### config.mk
export PLATFORM = sky130hd
export DESIGN_NAME = clock_domain_cycle_converter
export DESIGN_NICKNAME = d
export VERILOG_FILES = /design/src/design/ccc_pkg.sv /design/src/design/ccc_regs.sv /design/src/design/ccc_ctrl.sv /design/src/design/ccc_dpath.sv /design/src/design/clock_domain_cycle_converter.sv
export SDC_FILE = /design/constraint.sdc
export NUM_CORES = 2
export LEC_CHECK = 0
export BUFFER_PORTS_ARGS = -buffer_cell sky130_fd_sc_hd__buf_2
export CAP_MARGIN = 20
export CORE_MARGIN = 1
export CORE_UTILIZATION = 63
export CTS_BUF_LIST = sky130_fd_sc_hd__clkbuf_16
export DETAILED_ROUTE_END_ITERATION = 16
export GPL_TIMING_DRIVEN = 0
export PLACE_DENSITY = 0.92
export SLEW_MARGIN = 5
export SYNTH_ARGS = -nofsm -noshare
export SYNTH_HDL_FRONTEND = slang
export SYNTH_SLANG_ARGS = --single-unit
### constraint.sdc
create_clock -name clk -period 10.5 [get_ports clk]
set_input_delay 2.1 -clock clk [delete_from_list [all_inputs] [get_ports clk]]
set_output_delay 2.1 -clock clk [all_outputs]
set_load 0.01 [all_outputs]
### src/design/ccc_pkg.sv
package ccc_pkg;

  // Width of the incoming cycle count
  localparam int COUNT_WIDTH = 24;
  localparam int FREQ_WIDTH  = 32;
  localparam int OUT_WIDTH   = 56;
  localparam int PROD_WIDTH  = COUNT_WIDTH + FREQ_WIDTH;
  // Product plus carried remainder can carry one bit further
  localparam int DIV_WIDTH   = PROD_WIDTH + 1;
  localparam int STEP_WIDTH  = $clog2(DIV_WIDTH);

  localparam int ADDR_WIDTH  = 3;
  localparam int DATA_WIDTH  = 32;

  localparam logic [FREQ_WIDTH-1:0] FREQ_RESET = FREQ_WIDTH'(8021247);

  // Register index, taken from the word address bit
  localparam logic REG_SOURCE_FREQ = 1'b0;
  localparam logic REG_DEST_FREQ   = 1'b1;

  typedef enum logic [4:0] {
    ST_IDLE = 5'b00001,
    ST_MUL  = 5'b00010,
    ST_ADD  = 5'b00100,
    ST_DIV  = 5'b01000,
    ST_DONE = 5'b10000
  } state_t;

  typedef struct packed {
    logic load_in;
    logic mul;
    logic add;
    logic div_step;
    logic write_out;
  } cmd_t;

  typedef struct packed {
    logic div_last;
  } stat_t;

endpackage

### src/design/ccc_regs.sv
module ccc_regs (
  input  logic                                 clk,
  input  logic                                 rst,
  input  logic                                 psel,
  input  logic                                 penable,
  input  logic                                 pwrite,
  input  logic [ccc_pkg::ADDR_WIDTH-1:0]       paddr,
  input  logic [ccc_pkg::DATA_WIDTH-1:0]       pwdata,
  output logic [ccc_pkg::DATA_WIDTH-1:0]       prdata,
  output logic                                 pready,
  output logic [ccc_pkg::FREQ_WIDTH-1:0]       source_freq,
  output logic [ccc_pkg::FREQ_WIDTH-1:0]       dest_freq
);

  logic wr_en;
  logic reg_sel;

  assign pready  = 1'b1;
  assign reg_sel = paddr[2];
  assign wr_en   = psel && penable && pwrite;

  always_ff @(posedge clk) begin
    if (rst) begin
      source_freq <= ccc_pkg::FREQ_RESET;
      dest_freq   <= ccc_pkg::FREQ_RESET;
    end else if (wr_en) begin
      unique case (reg_sel)
        ccc_pkg::REG_SOURCE_FREQ: source_freq <= pwdata;
        ccc_pkg::REG_DEST_FREQ:   dest_freq   <= pwdata;
        default: ;
      endcase
    end
  end

  always_comb begin
    unique case (reg_sel)
      ccc_pkg::REG_SOURCE_FREQ: prdata = source_freq;
      ccc_pkg::REG_DEST_FREQ:   prdata = dest_freq;
      default:                  prdata = '0;
    endcase
  end

endmodule

### src/design/ccc_ctrl.sv
module ccc_ctrl (
  input  logic            clk,
  input  logic            rst,
  input  logic            in_valid,
  output logic            in_stall,
  output logic            out_valid,
  input  logic            out_stall,
  input  ccc_pkg::stat_t  stat,
  output ccc_pkg::cmd_t   cmd
);

  ccc_pkg::state_t state, state_next;
  logic            out_valid_next;

  assign in_stall = rst || (state != ccc_pkg::ST_IDLE);

  always_comb begin
    cmd            = '0;
    state_next     = state;
    out_valid_next = out_valid && out_stall;
    unique case (state)
      ccc_pkg::ST_IDLE: begin
        if (in_valid) begin
          cmd.load_in = 1'b1;
          state_next  = ccc_pkg::ST_MUL;
        end
      end
      ccc_pkg::ST_MUL: begin
        cmd.mul    = 1'b1;
        state_next = ccc_pkg::ST_ADD;
      end
      ccc_pkg::ST_ADD: begin
        cmd.add    = 1'b1;
        state_next = ccc_pkg::ST_DIV;
      end
      ccc_pkg::ST_DIV: begin
        cmd.div_step = 1'b1;
        if (stat.div_last) begin
          state_next = ccc_pkg::ST_DONE;
        end
      end
      ccc_pkg::ST_DONE: begin
        // wait for the output register to free up
        if (!out_valid || !out_stall) begin
          cmd.write_out  = 1'b1;
          out_valid_next = 1'b1;
          state_next     = ccc_pkg::ST_IDLE;
        end
      end
      default: state_next = ccc_pkg::ST_IDLE;
    endcase
  end

  always_ff @(posedge clk) begin
    if (rst) begin
      state     <= ccc_pkg::ST_IDLE;
      out_valid <= 1'b0;
    end else begin
      state     <= state_next;
      out_valid <= out_valid_next;
    end
  end

endmodule

### src/design/ccc_dpath.sv
module ccc_dpath (
  input  logic                                 clk,
  input  logic                                 rst,
  input  ccc_pkg::cmd_t                        cmd,
  output ccc_pkg::stat_t                       stat,
  input  logic [ccc_pkg::COUNT_WIDTH-1:0]      cycles_in,
  input  logic [ccc_pkg::FREQ_WIDTH-1:0]       source_freq,
  input  logic [ccc_pkg::FREQ_WIDTH-1:0]       dest_freq,
  output logic [ccc_pkg::OUT_WIDTH-1:0]        cycles_out
);

  logic [ccc_pkg::COUNT_WIDTH-1:0] count;
  logic [ccc_pkg::PROD_WIDTH-1:0]  prod;
  // dividend bits shift out at the top, quotient bits shift in at the bottom
  logic [ccc_pkg::DIV_WIDTH-1:0]   dvd;
  logic [ccc_pkg::FREQ_WIDTH-1:0]  prem;
  logic [ccc_pkg::FREQ_WIDTH-1:0]  carry_remainder;
  logic [ccc_pkg::STEP_WIDTH-1:0]  step;

  logic [ccc_pkg::FREQ_WIDTH-1:0]  divisor;
  logic [ccc_pkg::FREQ_WIDTH:0]    trial;
  logic [ccc_pkg::FREQ_WIDTH:0]    diff;
  logic                            qbit;
  logic [ccc_pkg::FREQ_WIDTH-1:0]  prem_next;
  logic [ccc_pkg::OUT_WIDTH-1:0]   quo_out;

  // zero source frequency divides by one
  assign divisor = (source_freq == '0) ? ccc_pkg::FREQ_WIDTH'(1) : source_freq;

  assign trial     = {prem, dvd[ccc_pkg::DIV_WIDTH-1]};
  assign diff      = trial - {1'b0, divisor};
  assign qbit      = (trial >= {1'b0, divisor});
  assign prem_next = qbit ? diff[ccc_pkg::FREQ_WIDTH-1:0] : trial[ccc_pkg::FREQ_WIDTH-1:0];

  assign stat.div_last = (step == ccc_pkg::STEP_WIDTH'(ccc_pkg::DIV_WIDTH - 1));

  generate
    if (ccc_pkg::DIV_WIDTH > ccc_pkg::OUT_WIDTH) begin : g_sat
      assign quo_out = (|dvd[ccc_pkg::DIV_WIDTH-1:ccc_pkg::OUT_WIDTH]) ? '1
                     : dvd[ccc_pkg::OUT_WIDTH-1:0];
    end else begin : g_fit
      assign quo_out = ccc_pkg::OUT_WIDTH'(dvd);
    end
  endgenerate

  always_ff @(posedge clk) begin
    if (cmd.load_in) begin
      count <= cycles_in;
    end
    if (cmd.mul) begin
      // widen both operands so the full product is kept
      prod <= ccc_pkg::PROD_WIDTH'(count) * ccc_pkg::PROD_WIDTH'(dest_freq);
    end
    if (cmd.add) begin
      dvd  <= ccc_pkg::DIV_WIDTH'(prod) + ccc_pkg::DIV_WIDTH'(carry_remainder);
      prem <= '0;
      step <= '0;
    end else if (cmd.div_step) begin
      dvd  <= {dvd[ccc_pkg::DIV_WIDTH-2:0], qbit};
      prem <= prem_next;
      step <= step + 1'b1;
    end
    if (cmd.write_out) begin
      cycles_out <= quo_out;
    end
  end

  always_ff @(posedge clk) begin
    if (rst) begin
      carry_remainder <= '0;
    end else if (cmd.write_out) begin
      carry_remainder <= prem;
    end
  end

endmodule

### src/design/clock_domain_cycle_converter.sv
// Converts a cycle count in a source clock domain to the equivalent whole
// number of cycles in a destination clock: cycles_out =
// (cycles_in * dest_freq + carried remainder) / source_freq, with the new
// remainder kept for the next beat so rounding error never accumulates.
// Only reset clears the remainder. A source_freq of 0 divides by one. A
// quotient too wide for cycles_out saturates it to all ones. One item at a
// time: an input beat is taken only when the block is idle, and the next
// beat waits until the multiply, the add of the carried remainder, the
// restoring divider that retires one quotient bit per cycle and the
// hand-off are done. A finished result sits in an output register, so a
// new beat is accepted while it waits. Write source_freq (address 0) and
// dest_freq (address 4) only when idle.
module clock_domain_cycle_converter (
  input  logic                                 clk,
  input  logic                                 rst,
  input  logic                                 in_valid,
  output logic                                 in_stall,
  input  logic [ccc_pkg::COUNT_WIDTH-1:0]      cycles_in,
  output logic                                 out_valid,
  input  logic                                 out_stall,
  output logic [ccc_pkg::OUT_WIDTH-1:0]        cycles_out,
  input  logic                                 psel,
  input  logic                                 penable,
  input  logic                                 pwrite,
  input  logic [ccc_pkg::ADDR_WIDTH-1:0]       paddr,
  input  logic [ccc_pkg::DATA_WIDTH-1:0]       pwdata,
  output logic [ccc_pkg::DATA_WIDTH-1:0]       prdata,
  output logic                                 pready
);

  logic [ccc_pkg::FREQ_WIDTH-1:0] source_freq;
  logic [ccc_pkg::FREQ_WIDTH-1:0] dest_freq;
  ccc_pkg::cmd_t                  cmd;
  ccc_pkg::stat_t                 stat;

  // frequency registers
  ccc_regs u_regs (
    .clk         (clk),
    .rst         (rst),
    .psel        (psel),
    .penable     (penable),
    .pwrite      (pwrite),
    .paddr       (paddr),
    .pwdata      (pwdata),
    .prdata      (prdata),
    .pready      (pready),
    .source_freq (source_freq),
    .dest_freq   (dest_freq)
  );

  // sequencer: accept, multiply, add remainder, divide, hand off
  ccc_ctrl u_ctrl (
    .clk       (clk),
    .rst       (rst),
    .in_valid  (in_valid),
    .in_stall  (in_stall),
    .out_valid (out_valid),
    .out_stall (out_stall),
    .stat      (stat),
    .cmd       (cmd)
  );

  // multiplier, shift-subtract divider, remainder and output registers
  ccc_dpath u_dpath (
    .clk         (clk),
    .rst         (rst),
    .cmd         (cmd),
    .stat        (stat),
    .cycles_in   (cycles_in),
    .source_freq (source_freq),
    .dest_freq   (dest_freq),
    .cycles_out  (cycles_out)
  );

endmodule

==> key figures <==
Yosys
  – Synthesized instance count: 4458
  – Most common cell in the netlist: inv_1
  – Post-synth EDFFs: 193
  – Synth Cell Area: between 0.04 and 0.05 mm²
  – Avg Synthesized Cell Area: 9.20 µm²
  – Register bit total from synthesis: 333
  – Synth top area share: about a third
  – Ys async rst share: 0%
  – Post-synthesis cell type count: 86
  – Ys Warns: 0
  – Synthesized Nets: between 5000 and 6000
  – Synth Flop Type: edfxtp_1
  – Share of the yosys chip area belonging to registers: a little over a fifth
  – Top cells by count, synth: inv_1 (788), nand2_1 (724), fa_1 (660)
  – Area contributors post-synth: fa_1 (32%), edfxtp_1 (14%), ha_1 (7.6%)
  – Cell taking the most area after synthesis: fa_1

STA
  – RSZ-0062 raised after global routing: no
  – Setup TNS: 0 ns
  – Slew Viols, Final: 0
  – Fin crit period: 8.77 ns
  – Slew margin rel.: 18.5%
  – # setup viols final: 0
  – Ratio of final minimum period to clock period: around 84%
  – Hold Vio Cnt, Final: 0
  – Worst-margin pin slew: 1.22 ns
  – Peak Freq: 114 MHz
  – Clock Skews: 0.0179 ns

Critical path
  – Critical path, cell by cell: clkbuf_1 > nand2_1 > fa_1 > inv_1 > fa_1 > inv_1 > fa_1 > inv_1 > fa_1 > fa_1 > fa_1 > inv_1 > fa_1 > inv_1 > ha_1 > a21oi_1 > o21ai_1 > or3_1 > a211o_1 > nand3_1 > nand2_1 > a21oi_1 > o21bai_1 > xor2_1
  – Critical Path End Type: register
  – Critical Path RT: 10.82 ns
  – Startpoint Class: register
  – CP Max Fanout: 10
  – CP arrival: 9.09 ns
  – WS Path Type: register to register
  – Slowest CP cell: clkbuf_1
  – Cell repeated most along the worst path: fa_1
  – Largest stage delay, worst path: 0.97 ns

Place
  – Port bufs: 152
  – Dpl hpwl: 106 mm
  – GPL Wtd Cong: 1.07

Clock tree
  – Clock sink total: 333
  – Hold-fix buffers, CTS: 0
  – Maximum root-to-sink buffer count: 3
  – Clk_lat worst skew: 0.59 ns
  – Reg clk slew, reported paths: 0.06 ns
  – Post-CTS Setup Inserts: 0
  – CTS root buf: clkbuf_16
  – CTS tree: yes
  – H-tree depth: 2
  – CTS Buf Count: 39
  – Post-CTS sizing: 0

Floorplan
  – Width of the die: roughly 260 µm
  – Initial Util: 63.7%
  – Core area: between 0.06 and 0.07 mm²
  – IO Count: about 160
  – Row count: 93
  – Area of the die: 0.0661 mm²
  – Die H: around 260 µm

Cells and area
  – Layout Nets: 5633
  – Share of cells above drive strength 1: under 10%
  – Area Growth Syn to Fin: 7.89%

Routing
  – Pre-antenna DRT Iters: 9
  – Total number of vias: 33992
  – DR WL/cell: 23.7 µm
  – Total Wirelength: ~130 mm
  – Iter 0 DRT Violations: 3979
  – Via/cell ratio: 6.12
  – Post-route DRC: 0
  – DRT antenna net count: 0

GRT
  – Total GRT Usage: roughly 40%
  – Vias in the first global route: approximately 34000
  – Total gr overflow: 0
  – Pin count of the biggest net entering global routing: 36
  – GR peak layer: met2
  – Initial antenna violation count: 16
  – Met1 Use GR: between 40% and 50%
  – GRT met2 Usage: about three fifths
  – Global-route wire length before repair: 198 mm
  – M3 GR Usage: 12.2%

Status
  – Status: finished clean

Hold path
  – HP Class: register to register

Run
  – Max_cap viols: 0
layout by cell type, fill, tap and decap left out, types with 12 or more instances in the layout:
cell       netlist  routed
clkbuf_16        0      41
a21o_1          70      70
ha_1           248     248
clkbuf_1       211     211
a21oi_1        181     181
nor2b_1         12      12
nor4_1          12      12
nand3b_1        20      20
o21ai_1         44      44
nor2_1          92      91
dfxtp_1        140     140
inv_1          788     794
nand4_1         42      42
o21bai_1        19      19
xor2_1          68      68
nand2_1        724     724
edfxtp_1       193     193
mux2i_1         21      21
xnor2_1         65      65
and3_1          17      17
buf_2            7     160
fa_1           660     660
nand3_1         23      23
o21a_1          12      12
o21ai_0        131     131
or2_2           61      61
a211o_1         20      20
a31oi_1         15      15
o211ai_1        16      16
and2_1         392     392
critical path: cells and delay by family (launching register included):
kind	cells	cell delay, ns
AO/OA/AOI/OAI	5	1.49
adder cells (fa/ha/maj)	8	3.90
XOR/XNOR	1	0.16
AND/OR/NAND/NOR	4	0.90
buffers and inverters	6	1.22
flip-flops	1	0.85
layer usage:
layer  vias to the layer above  wire length (µm)
met4                        10             11000
met2                      2437             57800
li1                      14327                 -
met1                     16535             44500
met5                         -                67
met3                       683             18500
stage by stage:
| step | cell area (µm²) | hold slack, ns | instances | utilization (%) | setup slack [ns] |
|---|---|---|---|---|---|
| global placement | 42800 | 0.448 | 5465 | 66.6 | 2.09 |
| CTS | 44200 | 0.463 | 5545 | 68.7 | 2.00 |
| finish | 44300 | 0.461 | 5556 | 68.8 | 1.73 |
| detailed placement | 43000 | 0.454 | 5473 | 66.8 | 2.02 |
| floorplan | 41000 | 0.441 | 4458 | - | 3.83 |
| global route | 44200 | 0.483 | 5546 | 68.7 | 1.68 |
cells by family after synthesis:
family          count (synthesis)  synth area share [%]
simple gates                 1447                  17.3
buf+inv                      1022                  9.54
fa+ha+maj                     908                  39.8
compound gates                588                  8.93
flops                         333                  21.0
xor+xnor                      133                  2.84
mux                            26                 0.650
other cells                     1               0.00914
final timing paths:
path / startpoint / to / slack, ns / cells past startpoint
max: u_dpath.count[17] / u_dpath.prod[51] / 1.73 / 24
min: u_dpath.carry_remainder[26] / u_dpath.carry_remainder[26] / 0.46 / 2
max reg2reg: u_dpath.count[17] / u_dpath.prod[51] / 1.73 / 24
min reg2reg: u_dpath.carry_remainder[26] / u_dpath.carry_remainder[26] / 0.46 / 2
state kept, by name, indices dropped and copies added (netlist names), 6 cells and up:
name and flops:
u_regs.source_freq 32, u_dpath.cycles_out 56, u_dpath.count 24, u_dpath.prem 32
u_dpath.dvd 57, u_regs.dest_freq 32, u_dpath.step 6, u_dpath.prod 56
u_dpath.carry_remainder 32
area by class of cell:
| type | instances | area [µm²] |
|---|---|---|
| clock buffers | 41 | 1030 |
| well taps | 855 | 1070 |
| inverters | 788 | 2960 |
| multi-input cells | 3103 | 28500 |
| repair buffers | 160 | 877 |
| clock inverters | 31 | 223 |
| flip-flops and latches | 333 | 8600 |
| fillers | 4754 | 20100 |
| plain buffers | 234 | 957 |
| diodes | 11 | 27.5 |
Power is not shown: default switching activity piles up to over one toggle a cycle in this logic, so the estimate is an artifact.
